==> config.mk <==
export PLATFORM = sky130hd
export DESIGN_NAME = utf8_stream_decoder_top
export DESIGN_NICKNAME = d
export VERILOG_FILES = /design/src/rtl/u8sd_pkg.sv /design/src/rtl/u8sd_core.sv /design/src/rtl/utf8_stream_decoder_top.sv
export SDC_FILE = /design/constraint.sdc
export NUM_CORES = 1
export LEC_CHECK = 0
export ABC_CLOCK_PERIOD_IN_PS = 4300
export BUFFER_PORTS_ARGS = -buffer_cell sky130_fd_sc_hd__buf_2
export CORE_MARGIN = 2
export CORE_UTILIZATION = 30
export CTS_CLUSTER_DIAMETER = 120
export CTS_CLUSTER_SIZE = 20
export DETAILED_ROUTE_END_ITERATION = 6
export MAX_ROUTING_LAYER = met4
export PLACE_DENSITY = 0.51
export SETUP_SLACK_MARGIN = 0.02
export SYNTH_ARGS = -nofsm -noshare
export SYNTH_HDL_FRONTEND = slang
export SYNTH_SLANG_ARGS = --single-unit
==> constraint.sdc <==
create_clock -name i_clk -period 4.3 [get_ports i_clk]
set_clock_uncertainty 0.15 [all_clocks]
set_input_delay 0.43 -clock i_clk [delete_from_list [all_inputs] [get_ports i_clk]]
set_output_delay 0.43 -clock i_clk [all_outputs]
set_load 0.02 [all_outputs]
==> src/rtl/u8sd_pkg.sv <==
`timescale 1ns / 1ps

package u8sd_pkg;

    localparam int BYTE_W = 8;
    localparam int CP_W   = 31;
    localparam int LEN_W  = 3;
    localparam int PAY_W  = 6;

    // Longest legal sequence; byte count saturates here
    localparam logic [LEN_W-1:0] LEN_MAX = 3'd6;

    // Lead byte classes: mask and match
    localparam logic [BYTE_W-1:0] MSK_ASCII = 8'h80;
    localparam logic [BYTE_W-1:0] MSK_CONT  = 8'hc0;
    localparam logic [BYTE_W-1:0] PAT_CONT  = 8'h80;
    localparam logic [BYTE_W-1:0] MSK_L2    = 8'he0;
    localparam logic [BYTE_W-1:0] PAT_L2    = 8'hc0;
    localparam logic [BYTE_W-1:0] MSK_L3    = 8'hf0;
    localparam logic [BYTE_W-1:0] PAT_L3    = 8'he0;
    localparam logic [BYTE_W-1:0] MSK_L4    = 8'hf8;
    localparam logic [BYTE_W-1:0] PAT_L4    = 8'hf0;
    localparam logic [BYTE_W-1:0] MSK_L5    = 8'hfc;
    localparam logic [BYTE_W-1:0] PAT_L5    = 8'hf8;

    // Payload masks per lead class
    localparam logic [BYTE_W-1:0] PAY_CONT = 8'h3f;
    localparam logic [BYTE_W-1:0] PAY_L2   = 8'h1f;
    localparam logic [BYTE_W-1:0] PAY_L3   = 8'h0f;
    localparam logic [BYTE_W-1:0] PAY_L4   = 8'h07;
    localparam logic [BYTE_W-1:0] PAY_L5   = 8'h03;
    localparam logic [BYTE_W-1:0] PAY_L6   = 8'h01;

    // Follower counts set by each lead class
    localparam logic [LEN_W-1:0] FOL_L2 = 3'd1;
    localparam logic [LEN_W-1:0] FOL_L3 = 3'd2;
    localparam logic [LEN_W-1:0] FOL_L4 = 3'd3;
    localparam logic [LEN_W-1:0] FOL_L5 = 3'd4;
    localparam logic [LEN_W-1:0] FOL_L6 = 3'd5;

    // Result of one decode step
    typedef struct packed {
        logic              emit;
        logic [CP_W-1:0]   code_point;
        logic [LEN_W-1:0]  seq_length;
    } t_result;

endpackage

==> src/rtl/u8sd_core.sv <==
`timescale 1ns / 1ps

module u8sd_core
    import u8sd_pkg::*;
(
    input  logic              i_clk,
    input  logic              i_rst_n,
    input  logic              i_en,
    input  logic [BYTE_W-1:0] i_byte,
    output t_result           o_res
);

    logic [CP_W-1:0]  r_acc, n_acc;
    logic [LEN_W-1:0] r_pend, n_pend;
    logic [LEN_W-1:0] r_cnt, n_cnt;
    logic [LEN_W-1:0] w_len;
    logic [PAY_W-1:0] w_pay;
    logic [CP_W-1:0]  w_shift;

    // Bytes including this one, saturating
    assign w_len = (r_cnt >= LEN_MAX) ? LEN_MAX : r_cnt + 3'd1;

    // Follower payload; non-continuation bytes shift in zeros
    assign w_pay   = ((i_byte & MSK_CONT) == PAT_CONT) ? i_byte[PAY_W-1:0] : '0;
    assign w_shift = {r_acc[CP_W-PAY_W-1:0], w_pay};

    // Decode one byte against the current state
    always_comb begin
        n_acc            = r_acc;
        n_pend           = r_pend;
        n_cnt            = w_len;
        o_res.emit       = 1'b0;
        o_res.code_point = w_shift;
        o_res.seq_length = w_len;
        if ((i_byte & MSK_ASCII) == '0) begin
            // ASCII: emit now, open sequence is kept
            o_res.emit       = 1'b1;
            o_res.code_point = {{(CP_W-BYTE_W){1'b0}}, i_byte};
            n_cnt            = '0;
        end else if (r_pend != '0) begin
            n_acc  = w_shift;
            n_pend = r_pend - 3'd1;
            if (r_pend == 3'd1) begin
                o_res.emit = 1'b1;
                n_cnt      = '0;
            end
        end else begin
            priority if ((i_byte & MSK_L2) == PAT_L2) begin
                n_acc  = {{(CP_W-BYTE_W){1'b0}}, i_byte & PAY_L2};
                n_pend = FOL_L2;
            end else if ((i_byte & MSK_L3) == PAT_L3) begin
                n_acc  = {{(CP_W-BYTE_W){1'b0}}, i_byte & PAY_L3};
                n_pend = FOL_L3;
            end else if ((i_byte & MSK_L4) == PAT_L4) begin
                n_acc  = {{(CP_W-BYTE_W){1'b0}}, i_byte & PAY_L4};
                n_pend = FOL_L4;
            end else if ((i_byte & MSK_L5) == PAT_L5) begin
                n_acc  = {{(CP_W-BYTE_W){1'b0}}, i_byte & PAY_L5};
                n_pend = FOL_L5;
            end else begin
                // stray continuation or 0xFC..0xFF: six-byte lead
                n_acc  = {{(CP_W-BYTE_W){1'b0}}, i_byte & PAY_L6};
                n_pend = FOL_L6;
            end
        end
    end

    // Decoder state
    always_ff @(posedge i_clk) begin
        if (!i_rst_n) begin
            r_acc  <= '0;
            r_pend <= '0;
            r_cnt  <= '0;
        end else if (i_en) begin
            r_acc  <= n_acc;
            r_pend <= n_pend;
            r_cnt  <= n_cnt;
        end
    end

endmodule

==> src/rtl/utf8_stream_decoder_top.sv <==
`timescale 1ns / 1ps
// UTF-8 stream decoder, lenient legacy form with leads for up to six bytes.
// Input channel: one raw byte per word on i_in_byte, handshake
//   i_in_valid / o_in_ready.
// Output channel: one word per completed character, o_code_point (31 bits)
//   and o_seq_length (bytes since the previous character, 1..6), handshake
//   o_out_valid / i_out_ready. Lead and follower bytes that do not finish a
//   character produce no output word.
// Path: accepted byte to input register, then its character to output register.
// Throughput: one byte per cycle while the output is not stalled; the input
//   register feeds the decode state and the output register on the same edge.
// Stall: while the output word waits, the input register holds its byte and
//   o_in_ready drops once it is full; no word is dropped or repeated.
// Reset (i_rst_n low, synchronous): both registers empty, decode state and
//   byte count cleared; o_in_ready is high right after reset.
module utf8_stream_decoder_top
    import u8sd_pkg::*;
(
    input  logic              i_clk,
    input  logic              i_rst_n,
    input  logic              i_in_valid,
    output logic              o_in_ready,
    input  logic [BYTE_W-1:0] i_in_byte,
    output logic              o_out_valid,
    input  logic              i_out_ready,
    output logic [CP_W-1:0]   o_code_point,
    output logic [LEN_W-1:0]  o_seq_length
);

    logic              r_in_valid;
    logic [BYTE_W-1:0] r_in_byte;
    logic              r_out_valid;
    logic [CP_W-1:0]   r_code_point;
    logic [LEN_W-1:0]  r_seq_length;
    logic              w_adv;
    t_result           w_res;

    // Input register moves on when the output slot is free or draining
    assign w_adv      = r_in_valid && (!r_out_valid || i_out_ready);
    assign o_in_ready = !r_in_valid || w_adv;

    u8sd_core u_core (
        .i_clk   (i_clk),
        .i_rst_n (i_rst_n),
        .i_en    (w_adv),
        .i_byte  (r_in_byte),
        .o_res   (w_res)
    );

    // Input register
    always_ff @(posedge i_clk) begin
        if (!i_rst_n) begin
            r_in_valid <= 1'b0;
        end else if (o_in_ready) begin
            r_in_valid <= i_in_valid;
        end
    end

    always_ff @(posedge i_clk) begin
        if (o_in_ready) begin
            r_in_byte <= i_in_byte;
        end
    end

    // Output register
    always_ff @(posedge i_clk) begin
        if (!i_rst_n) begin
            r_out_valid <= 1'b0;
        end else if (w_adv) begin
            r_out_valid <= w_res.emit;
        end else if (i_out_ready) begin
            r_out_valid <= 1'b0;
        end
    end

    always_ff @(posedge i_clk) begin
        if (w_adv && w_res.emit) begin
            r_code_point <= w_res.code_point;
            r_seq_length <= w_res.seq_length;
        end
    end

    assign o_out_valid  = r_out_valid;
    assign o_code_point = r_code_point;
    assign o_seq_length = r_seq_length;

endmodule

-- Word-level counts from Yosys, hierarchy flattened
Cells that the tools add are included.
- $add $sub $neg: 2
- $lt $le $gt $ge: 1
- eq/ne operators: 6
- mux-type cells: 21
- bitwise operators: 1
- reduce and logical (&&, ||, !) cells: 10
- operators with widths (kind ; count):
    2-to-1 mux 25 bit ; 4
    2-to-1 mux 3 bit ; 8
    logical NOT 8 bit ; 1
    2-to-1 mux 8 bit ; 1
    == test 6 bit, second input constant ; 1
    2-to-1 mux 1 bit ; 6
    2-to-1 mux 6 bit ; 1
    == test 5 bit, second input constant ; 1
    == test 4 bit, second input constant ; 1
    adder 3 x 1 -> 3 bit, second input constant ; 1
    == test 3 x 1 -> 1 bit, second input constant ; 1
    == test 3 bit, second input constant ; 1
    greater-or-equal comparator 3 bit, second input constant ; 1
    nonzero test 3 bit ; 1
    subtractor 3 x 1 -> 3 bit, second input constant ; 1
    == test 2 bit, second input constant ; 1
    logical AND 1 bit ; 2
    logical NOT 1 bit ; 2
    logical OR 1 bit ; 2
    2-to-1 mux 2 bit ; 1
    AND reduction 2 bit ; 1
    nonzero test 2 bit ; 1
    NOT 1 bit ; 1
- register bits after elaboration: 75
- input bits: 12
- output and inout bits: 36

-- Logic depth before layout (Yosys ltp)
Gate-level depths: netlist of the first run.
- depth after elaboration: 6
- mapped depth: 6

-- Hierarchy
Synthesis of the first run repeated with hierarchy kept, for this count alone.
- cells, all modules: 251
- area total of the unflattened synthesis: 3016.6 sq um
- modules (own cells, without submodules) (module ; instances ; cells an instance ; area an instance (sq um)):
    u8sd_core ; 1 ; 199 ; 1650.3
    utf8_stream_decoder_top ; 1 ; 52 ; 1366.3

-- Worst setup path after synthesis of the first run
Ideal clock, no wire load.
- path type: register -> register
- start point: reg u_core.r_pend[0]
- end point: reg r_code_point[0], in the netlist o_code_point[0], enable pin
- setup time: 0.438 ns
- arrival: 2.576 ns
- required time: 3.712 ns
- setup slack: 1.135 ns
- cell stages (with the launch flop): 6
- path buffers: 0
- period minus slack after synthesis: 3.165 ns
- cells stage by stage: dfxtp_1 -> inv_1 -> ha_1 -> nor2_1 -> nand2_1 -> a21oi_1
- word-level cells in the longest chain between the ends: 5
- elaborated cells on any way between the ends: 6
- those cells by class: eq/ne (1); mux (3); reduce/logical (2)
- ends and longest elaborated chain (element ; RTL line ; source):
    start, declared ; u8sd_core.sv:14 ; logic [LEN_W-1:0] r_pend, n_pend;
    start signal, assigned ; u8sd_core.sv:76 ; r_pend <= n_pend;
    == test 3 x 1 -> 1 bit ; u8sd_core.sv:43 ; if (r_pend == 3'd1) begin
    2-to-1 mux 1 bit ; u8sd_core.sv:43 ;
    2-to-1 mux 1 bit (*) ; u8sd_core.sv:40 ; end else if (r_pend != '0) begin
    2-to-1 mux 1 bit (*) ; u8sd_core.sv:35 ; if ((i_byte & MSK_ASCII) == '0) begin
    logical AND 1 bit (*) ; utf8_stream_decoder_top.sv:77 ; if (w_adv && w_res.emit) begin
    end signal, assigned ; utf8_stream_decoder_top.sv:78 ; r_code_point <= w_res.code_point;
    end, declared ; utf8_stream_decoder_top.sv:33 ; logic [CP_W-1:0] r_code_point;
Mark *: on every way between the ends. The rest lies on a longest branch, timed or not.
A chain may end at the register's enable or synchronous reset.

-- Final worst setup path of the first run
- start point: reg r_in_byte[7]
- end point: reg u_core.r_pend[0]
- word-level cells in the longest chain between the ends: 6
- elaborated cells on any way between the ends: 12
- those cells by class: eq/ne (4); mux (5); bitwise (1); reduce/logical (2)
- ends and longest elaborated chain (element ; RTL line ; source):
    start, declared ; utf8_stream_decoder_top.sv:31 ; logic [BYTE_W-1:0] r_in_byte;
    start signal, assigned ; utf8_stream_decoder_top.sv:61 ; r_in_byte <= i_in_byte;
    == test 6 bit ; u8sd_core.sv:57 ; end else if ((i_byte & MSK_L5) == PAT_L5) begin
    2-to-1 mux 1 bit ; u8sd_core.sv:57 ;
    2-to-1 mux 3 bit ; u8sd_core.sv:54 ; end else if ((i_byte & MSK_L4) == PAT_L4) begin
    2-to-1 mux 3 bit ; u8sd_core.sv:51 ; end else if ((i_byte & MSK_L3) == PAT_L3) begin
    2-to-1 mux 3 bit ; u8sd_core.sv:48 ; priority if ((i_byte & MSK_L2) == PAT_L2) begin
    2-to-1 mux 3 bit ; u8sd_core.sv:40 ;
Several ways; a longest one is shown, not always the timed one.

==> out/summary.txt, run 1 <==
Status - finished clean
GP Congestion - 0.731
H-tree levels - 3
First-pass GRT wire length - 9160 um
Vias per Instance - 4.57
Complex-gate fraction of the synthesized area - 0.0922
CORE AREA - 0.00933 mm^2
WL/cell - 13.0 um
Layout Area Growth over Synthesis - 19.4%
Adder-cell area share of the yosys netlist - 0.0214
Total internal power - 1.13 mW
Register bit total from synthesis - 75
Synthesized area - 0.00292 mm^2
Final hold slack - 0.0950 ns
Fill cells - 922
Count leader, synth - edfxtp_1
Synth area leader - edfxtp_1
Hold Buf Count CTS - 0
Met2 Wirelength - 2510 um
Initial core utilization - 0.313
Synthesized net count - 269
Met1 WL - 2740 um
RSZ-0062 raised after global routing - false
Vias after detailed routing - 1980
Total power - 1.46 mW
Total global-route track usage - 0.118
Drc violations - 0
CP endpoint kind - flop
Hold Path Class - in -> reg
Synth Area per Inst - 11.6 um^2
CP max FO - 33
Cell variety after synth - 36
Initial antenna violation count - 0
Post-synth top cells - edfxtp_1, dfxtp_1, and2_1
Die Width - 103 um
Row count - 35
Tmin final - 2.58 ns
Layout Nets - 316
CP Launch Type - flop
# setup viols final - 0
Clock Pin Slew Worst Setup and Hold Paths - 0.08 ns
I/O pins - 48
Total gr overflow - 0
Largest cells by area after synthesis - edfxtp_1, dfxtp_1, and2_1
Synth top area share - 0.432
Sequential Power Share - 0.538
Post-DP HPWL - 3550 um
R2r startpoint - r_in_byte[7]
Clk root buf - clkbuf_8
R2r endpoint - u_core.r_pend[0]
# clock sinks - 75
Final Cell Area - 0.00348 mm^2
Final hold vios - 0
Routed Antenna Nets - 0
Worst Max-Slew Pin Slew - 1.11 ns
Simple-gate share of the synthesized area - 0.194
XOR/XNOR Fraction of Synth Area - 0.00300
Setup_tns - 0 ns
Worst vdd ir - 0.224 mV
Slew headroom - 0.256
# Post-CTS Setup Buffers - 0
Share of cells above drive strength 1 - 0.220
Synthesis Warnings - 0
Critical path type - reg -> reg
Final Util - 0.373
Final WL - 5640 um
Number of synthesized flops with an enable pin - 42
Register area - 0.00192 mm^2
R2R Setup Slk - 1.72 ns
Switching power - 336 uW
CP startpoint - r_in_byte[7]
Max Slew Vio Count - 0
Chip height - 103 um
Routed wl met3 - 317 um
Hold Path End - r_in_byte[2]
Top_reg_cell synth - edfxtp_1
Achievable Freq - 388 MHz
PD cells - 419 mW/mm^2
Vias in the first global route - 1868
Mux cell area share after synthesis - 0.00386
CTS Buf Count - 9
Depth of the worst hold-timing path - 1
Final Cycle Share - 0.600
Worst-Skew Late Latency - 0.35 ns
Logic gate share of total power - 0.058
Worst Path Required - 4.43 ns
Initial DRC count - 127
FFs w/ async S/R, synth - 0
Placement Cell Area - 0.00327 mm^2
Top Metal Used - met4
# diodes - 0
Largest net degree at the start of global routing - 36
Multi-input combinational cell area - 930 um^2
IO buf count - 47
Post-CTS resize count - 0
Die area - 0.0105 mm^2
Max-cap violations - 0
Pre-antenna DRT Iters - 4
Register area share after synthesis - 0.659
Clock network power share - 0.404
Reg2reg path depth - 3
Arrival time worst endpoint - 2.70 ns
Leak - 1.29 nW
Switching share of total power - 0.230
Post-Syn Instances - 252
CTS tree - built
Largest family of logic cells by synthesized area - simple AND/OR/NAND/NOR gates
Clock buffer depth - 2
Hold path start - i_in_byte[2]
==> worst max-delay path: stages (launching register included) <==
cell and delay, ns:
edfxtp_1 0.97, nand3_2 0.66, or3_1 0.53, a31oi_1 0.17
==> layer usage <==
metal  track usage  vias to the layer above
met1         0.148                      933
met5             -                        -
met3        0.0420                        9
li1              -                      981
met2         0.175                       57
met4        0.0451                        0
==> power by group through the flow <==
stage	combinational [mW]	clock [mW]	sequential, mW
final	0.0848	0.590	0.786
after detailed placement	0.0859	0	0.803
after global placement	0.0846	0	0.803
after global routing	0.0964	0.638	0.789
after floorplan	0.0542	0	0.806
after CTS	0.0858	0.612	0.787
==> stage by stage <==
stage / instances / setup WS [ns]
5_1_grt: 433 / 1.49
6_report: 433 / 1.72
3_3_place_gp: 417 / 1.79
2_1_floorplan: 252 / 1.14
3_5_place_dp: 417 / 1.66
4_1_cts: 433 / 1.65
==> cell families (layout without fill, tap and decap cells) <==
| family | Yosys count | in the layout |
|---|---|---|
| compound gates | 47 | 47 |
| xor+xnor | 1 | 1 |
| fa+ha+maj | 5 | 5 |
| buf+inv | 16 | 68 |
| flops | 75 | 75 |
| mux | 1 | 1 |
| simple gates | 107 | 107 |
==> cell type report <==
cell class | count | share of cell area
clock buffers | 10 | 0.0366
multi-input cells | 161 | 0.267
well taps | 129 | 0.0463
inverters | 5 | 0.00539
repair buffers | 47 | 0.0675
clock inverters | 6 | 0.0255
flip-flops and latches | 75 | 0.552
==> state kept, by name (all words and copies together) (netlist names) <==
name	cells
o_code_point	31
u_core.r_acc	25
o_out_valid	1
u_core.r_pend	3
r_in_valid	1
r_in_byte	8
o_seq_length	3
u_core.r_cnt	3
==> worst max-delay path by stage <==
stage | endpoint | slack (ns)
2_1_floorplan | o_code_point[0] | 1.14
3_3_place_gp | u_core.r_pend[0] | 1.79
3_5_place_dp | u_core.r_pend[0] | 1.66
4_1_cts | u_core.r_pend[0] | 1.65
5_1_grt | u_core.r_pend[0] | 1.49
6_report | u_core.r_pend[0] | 1.72
==> cells in the final DEF (no fill, tap or decap), types with 2 or more instances in the layout <==
cell type and instances:
nand2_1 30, inv_1 4, a21oi_1 29, ha_1 5
edfxtp_1 42, o21a_1 2, clkbuf_8 9, and3_1 3
a32o_1 2, nand3_1 24, nor2_1 7, and2_1 31
bufinv_16 2, o21ai_0 5, dfxtp_1 33, a22oi_1 3
nand2b_1 3, buf_2 47
Note: power is estimated with default switching activity, not from simulation.
==> run 2, diff against run 1 <==
--- a/config.mk
+++ b/config.mk
@@ -5,7 +5,8 @@
 export SDC_FILE = /design/constraint.sdc
 export NUM_CORES = 1
 export LEC_CHECK = 0
-export ABC_CLOCK_PERIOD_IN_PS = 4300
+export ABC_AREA = 1
+export ABC_CLOCK_PERIOD_IN_PS = 2250
 export BUFFER_PORTS_ARGS = -buffer_cell sky130_fd_sc_hd__buf_2
 export CORE_MARGIN = 2
 export CORE_UTILIZATION = 30
@@ -13,7 +14,7 @@
 export CTS_CLUSTER_SIZE = 20
 export DETAILED_ROUTE_END_ITERATION = 6
 export MAX_ROUTING_LAYER = met4
-export PLACE_DENSITY = 0.51
+export PLACE_DENSITY = 0.52
 export SETUP_SLACK_MARGIN = 0.02
 export SYNTH_ARGS = -nofsm -noshare
 export SYNTH_HDL_FRONTEND = slang
==> constraint.sdc (replaced) <==
create_clock -name i_clk -period 2.25 [get_ports i_clk]
set_clock_uncertainty 0.15 [all_clocks]
set_input_delay 0.225 -clock i_clk [delete_from_list [all_inputs] [get_ports i_clk]]
set_output_delay 0.225 -clock i_clk [all_outputs]
set_load 0.02 [all_outputs]
==> run 2 against run 1 <==
Against the previous run: area after synthesis rose by 2.0%; first-iteration DRC count fell by 22%; maximum frequency rose by 40%; critical endpoint is now o_code_point[17].
==> out/summary.txt, run 2 <==
Synthesis Warnings - 0 (unchanged)
Register area share after synthesis - 0.646 (-0.0127)
Routed Antenna Nets - 0 (unchanged)
Vias per Instance - 4.28 (-6.3%)
Worst-Skew Late Latency - 0.34 ns (about the same)
Share of cells above drive strength 1 - 0.214 (-0.00688)
WL/cell - 11.2 um (-14%)
Most Frequent Cell on Critical Path - inv_1
# diodes - 0 (unchanged)
Count leader, synth - nand2_1
Sequential Power Share - 0.526 (-0.012)
Total global-route track usage - 0.118 (-0.000277)
Final Cell Area - 0.00368 mm^2 (+5.6%)
Achievable Freq - 543 MHz (+40%)
Synth top area share - 0.424 (-0.00836)
CP max FO - 18 (-45%)
Register area - 0.00192 mm^2 (unchanged)
Initial antenna violation count - 0 (unchanged)
Pre-antenna DRT Iters - 4 (unchanged)
# setup viols final - 0 (unchanged)
Clock network power share - 0.406 (+0.002)
Critical Path Max Stage Delay - 0.36 ns (-0.61 ns)
Fill cells - 990 (+7.4%)
Total power - 2.83 mW (+94%)
Switching power - 662 uW (+97%)
Layout Area Growth over Synthesis - 23.7%
Logic gate share of total power - 0.068 (+0.010)
Clock buffer depth - 2 (unchanged)
Final hold vios - 0 (unchanged)
Total gr overflow - 0 (unchanged)
Clock Pin Slew Worst Setup and Hold Paths - 0.08 ns (about the same)
Critical path type - reg -> reg
Leak - 1.62 nW (+25%)
IO buf count - 47 (unchanged)
CTS tree - built
First-pass GRT wire length - 9810 um (+7.2%)
Final Cycle Share - 0.818 (+0.219)
Synthesized net count - 320 (+19%)
H-tree levels - 3 (unchanged)
PD cells - 770 mW/mm^2 (+83%)
Worst Max-Slew Pin Slew - 0.428 ns (-0.686 ns)
Slowest CP cell - dfxtp_1
# clock sinks - 75 (unchanged)
FFs w/ async S/R, synth - 0 (unchanged)
Top_reg_cell synth - edfxtp_1
Total internal power - 2.17 mW (+93%)
Synth Area per Inst - 9.82 um^2 (-15%)
Max-cap violations - 0 (unchanged)
Post-Syn Instances - 303 (+20%)
Synthesized area - 0.00298 mm^2 (+2.0%)
Row count - 36 (+2.9%)
Largest register FFs - 31 (unchanged)
Register bit total from synthesis - 75 (unchanged)
CTS Buf Count - 9 (unchanged)
Arrival time worst endpoint - 1.73 ns (-0.97 ns)
Max Slew Vio Count - 0 (unchanged)
Status - finished clean
Final WL - 5620 um (-0.34%)
Initial DRC count - 99 (-22%)
Vias after detailed routing - 2155 (+8.8%)
Layout Nets - 382 (+21%)
Largest net degree at the start of global routing - 30 (-17%)
Vias in the first global route - 2132 (+14%)
Post-DP HPWL - 3850 um (+8.4%)
Most frequent cells in the layout - nand2_1, buf_2, inv_1, edfxtp_1, a21oi_1
CORE AREA - 0.00968 mm^2 (+3.8%)
Chip height - 104 um (+0.95%)
Post-CTS resize count - 0 (unchanged)
Largest cells by area after synthesis - edfxtp_1, dfxtp_1, nand2_1
Cell variety after synth - 23 (-36%)
Drc violations - 0 (unchanged)
Most common cell after layout, fill and taps aside - nand2_1
Multi-input combinational cell area - 800 um^2 (-14%)
Initial core utilization - 0.307 (-0.00557)
Setup_tns - 0 ns (unchanged)
CP cell instances - inv_1, ha_1, nor2_1, o21ai_0, inv_1, buf_4
Worst Path Required - 2.14 ns (-2.29 ns)
GP Congestion - 0.743 (+1.6%)
Clk root buf - clkbuf_8
RSZ-0062 raised after global routing - false
CP endpoint kind - flop
Hold Path Class - in -> reg
Number of synthesized flops with an enable pin - 42 (unchanged)
I/O pins - 48 (unchanged)
Switching share of total power - 0.234 (+0.00373)
Slew headroom - 0.714 (+0.458)
Die Width - 104 um (+0.95%)
Die area - 0.0107 mm^2 (+1.9%)
Placement Cell Area - 0.00336 mm^2 (+2.7%)
CP Launch Type - flop
Synth area leader - edfxtp_1
Post-synth top cells - nand2_1, edfxtp_1, inv_1
Worst vdd ir - 0.326 mV (+46%)
Tmin final - 1.84 ns (-0.737 ns)
-- run 2: cell families (layout without fill, tap and decap cells) --
logic type	count (synthesis)	count (layout)	synth area share
xor+xnor	2	2	0.00589
compound gates	46	46	0.0820
buf+inv	61	128	0.0854
fa+ha+maj	5	5	0.0210
simple gates	114	114	0.160
flops	75	75	0.646
-- run 2: final timing paths --
path	from	endpoint	slack, ns	cells past startpoint
setup reg to reg	u_core.r_pend[0]	o_code_point[17]	0.41	6
setup / recovery	u_core.r_pend[0]	o_code_point[17]	0.41	6
hold reg to reg	u_core.r_acc[13]	u_core.r_acc[13]	0.32	2
hold / removal	i_out_ready	o_out_valid	0.06	4
-- run 2: metal layers --
| metal | routed length, um | vias to the layer above | track usage |
|---|---|---|---|
| met1 | 2550 | 997 | 0.138 |
| met5 | 0 | - | - |
| met4 | 101 | 0 | 0.0492 |
| met2 | 2690 | 45 | 0.189 |
| li1 | - | 1105 | - |
| met3 | 278 | 8 | 0.0352 |
-- run 2: metrics by stage --
stage / worst slack [ns] / std cells / utilization / hold slack (ns)
floorplan: 0.102 / 303 / - / 0.174
global placement: 0.455 / 477 / 0.347 / 0.252
detailed placement: 0.378 / 477 / 0.347 / 0.253
CTS: 0.363 / 503 / 0.380 / 0.0507
global route: 0.254 / 503 / 0.380 / 0.0835
finish: 0.409 / 503 / 0.380 / 0.0645
-- run 2: what timing repair did --
item,4_1_cts,5_1_grt
hold buffers,10,0
buffers inserted,0,0
endpoints found under the hold margin,11,0
-- run 2: area by class of cell --
| type | count | share of cell area |
|---|---|---|
| Clock buffer | 9 | 0.0337 |
| Clock inverter | 7 | 0.0272 |
| Inverter | 48 | 0.0490 |
| Multi-Input combinational cell | 167 | 0.217 |
| Sequential cell | 75 | 0.522 |
| Tap cell | 133 | 0.0452 |
| Timing Repair Buffer | 64 | 0.105 |
-- run 2: worst max-delay path: cells and delay by family (launching register included) --
family | cells | cell delay, ns
AO/OA/AOI/OAI | 1 | 0.15
buffers and inverters | 3 | 0.44
adder cells (fa/ha/maj) | 1 | 0.21
flip-flops | 1 | 0.36
AND/OR/NAND/NOR | 1 | 0.21
-- run 2: power groups by stage --
stage	clock network, mW	registers (mW)	logic, mW
finish	1.15	1.49	0.193
global route	1.25	1.49	0.218
CTS	1.18	1.49	0.197
detailed placement	0	1.52	0.184
global placement	0	1.52	0.182
floorplan	0	1.54	0.107
==> run 3, diff against run 2 <==
--- a/config.mk
+++ b/config.mk
@@ -6,7 +6,7 @@
 export NUM_CORES = 1
 export LEC_CHECK = 0
 export ABC_AREA = 1
-export ABC_CLOCK_PERIOD_IN_PS = 2250
+export ABC_CLOCK_PERIOD_IN_PS = 1600
 export BUFFER_PORTS_ARGS = -buffer_cell sky130_fd_sc_hd__buf_2
 export CORE_MARGIN = 2
 export CORE_UTILIZATION = 30
==> constraint.sdc (replaced) <==
create_clock -name i_clk -period 1.6 [get_ports i_clk]
set_clock_uncertainty 0.15 [all_clocks]
set_input_delay 0.16 -clock i_clk [delete_from_list [all_inputs] [get_ports i_clk]]
set_output_delay 0.16 -clock i_clk [all_outputs]
set_load 0.02 [all_outputs]
==> run 3 against run 2 <==
Against the previous run: core utilization rose by 1.5 points; die area did not move; non-clock buffer count rose by 12; maximum frequency rose by 18%; global-route usage rose by 0.54 points.
==> out/summary.txt, run 3 (synthesis results as in run 2) <==
Status - finished clean
Achievable Freq - 643 MHz (+18%)
Leak - 1.66 nW (+2.2%)
Tmin final - 1.55 ns (-0.286 ns)
Placement Cell Area - 0.00345 mm^2 (+2.7%)
Slew headroom - 0.850 (+0.136)
Share of cells above drive strength 1 - 0.270 (+0.0561)
Critical Path Max Stage Delay - 0.32 ns (-0.04 ns)
Arrival time worst endpoint - 1.48 ns (-0.25 ns)
Final Cycle Share - 0.972 (+0.154)
Chip height - 104 um (unchanged)
I/O pins - 48 (unchanged)
Max Slew Vio Count - 0 (unchanged)
Pre-antenna DRT Iters - 4 (unchanged)
CP cell instances - inv_2, ha_1, nand2_1, nor2_2, o21ai_4, clkinvlp_4, buf_12
Most frequent cells in the layout - nand2_1, buf_2, edfxtp_1, inv_1, a21oi_1
H-tree levels - 3 (unchanged)
M2 GR Usage - 0.189 (unchanged)
Drc violations - 0 (unchanged)
Final WL - 5990 um (+6.6%)
M1 GR Usage - 0.147 (+0.00930)
Vias per Instance - 4.29 (+0.12%)
CORE AREA - 0.00968 mm^2 (unchanged)
Register area - 0.00193 mm^2 (+0.26%)
Clock buffer depth - 2 (unchanged)
Fill cells - 968 (-2.2%)
Row count - 36 (unchanged)
Vias after detailed routing - 2209 (+2.5%)
Most common cell after layout, fill and taps aside - nand2_1
RSZ-0062 raised after global routing - true
Critical path type - reg -> reg
Worst-Skew Late Latency - 0.36 ns (+0.02 ns)
Slowest CP cell - dfxtp_2
Final Cell Area - 0.00382 mm^2 (+3.8%)
CP endpoint kind - flop
CP Launch Type - flop
# diodes - 0 (unchanged)
CTS tree - built
Total global-route track usage - 0.123 (+0.00543)
Layout Area Growth over Synthesis - 28.4%
Slack of the critical path - 0.0450 ns (-0.364 ns)
Total gr overflow - 0 (unchanged)
GP Congestion - 0.748 (+0.66%)
Clock Pin Slew Worst Setup and Hold Paths - 0.08 ns (about the same)
Initial DRC count - 71 (-28%)
Setup_tns - 0 ns (unchanged)
Initial core utilization - 0.307 (unchanged)
Met3 Usage GRT - 0.0371 (+0.00189)
Most used routing layer - met2
Worst vdd ir - 0.391 mV (+20%)
Clk root buf - clkbuf_8
Multi-input combinational cell area - 845 um^2 (+5.6%)
IO buf count - 47 (unchanged)
Final hold vios - 0 (unchanged)
Worst Path Required - 1.52 ns (-0.62 ns)
WL/cell - 11.6 um (+4.1%)
Die Width - 104 um (unchanged)
Finished Layout Cells - 515 (+2.4%)
CTS Buf Count - 9 (unchanged)
Pre-CTS setup slack - -0.0246 ns (-0.402 ns)
Largest net degree at the start of global routing - 22 (-27%)
Hold Path Class - in -> reg
# setup viols final - 0 (unchanged)
Max-cap violations - 0 (unchanged)
First-pass GRT wire length - 10100 um (+3.1%)
Layout Nets - 394 (+3.1%)
Worst Max-Slew Pin Slew - 0.223 ns (-0.205 ns)
Placed Cells incl. Taps - 483 (+1.3%)
Post-DP HPWL - 4030 um (+4.8%)
Initial antenna violation count - 0 (unchanged)
Routed Antenna Nets - 0 (unchanged)
Vias in the first global route - 2145 (+0.61%)
Die area - 0.0107 mm^2 (unchanged)
Largest register FFs - 31 (unchanged)
CP max FO - 18 (unchanged)
# clock sinks - 75 (unchanged)
PD cells - 989 mW/mm^2 (+29%)
[run 3: area by class of cell]
type / count / share of cell area
flip-flops and latches: 75 / 0.504
multi-input cells: 167 / 0.221
repair buffers: 76 / 0.134
inverters: 48 / 0.0488
well taps: 133 / 0.0435
clock buffers: 9 / 0.0324
clock inverters: 7 / 0.0157
[run 3: worst paths after layout]
path	start	to	slack [ns]	cells past startpoint
max	u_core.r_pend[1]	o_code_point[25]	0.05	7
min	i_out_ready	r_in_valid	0.08	4
min reg2reg	u_core.r_acc[7]	u_core.r_acc[7]	0.31	2
max reg2reg	u_core.r_pend[1]	o_code_point[25]	0.05	7
[run 3: timing repair]
item	in CTS	in global routing
hold endpoints to repair	12	0
setup endpoints to repair	35	48
cloned	0	0
hold buffers	11	0
resized for setup	5	9
pin swaps	1	0
buffers inserted	1	4
[run 3: per-stage QoR]
stage | util | hold WS (ns) | total power [mW]
3_5_place_dp | 0.356 | 0.188 | 2.42
6_report | 0.395 | 0.0847 | 3.78
2_1_floorplan | - | 0.109 | 2.32
3_3_place_gp | 0.356 | 0.187 | 2.42
5_1_grt | 0.395 | 0.0948 | 3.96
4_1_cts | 0.389 | 0.0742 | 3.81
[run 3: worst max-delay path, delay by kind of cell, from the launching register on]
kind / cells / cell delay (ns)
AND/OR/NAND/NOR: 2 / 0.23
buffers and inverters: 3 / 0.35
AO/OA/AOI/OAI: 1 / 0.09
adder cells (fa/ha/maj): 1 / 0.13
flip-flops: 1 / 0.32
[run 3: power by group]
part           internal (mW)  switching (mW)
clock network          0.586           0.777
registers               2.07          0.0234
logic                  0.118           0.202
total                   2.78            1.00
[run 3: per-layer routing]
layer | share of wire | wire length, um
met1 | 0.47 | 2820
met2 | 0.47 | 2800
met3 | 0.046 | 276
met4 | 0.015 | 89
met5 | 0 | 0
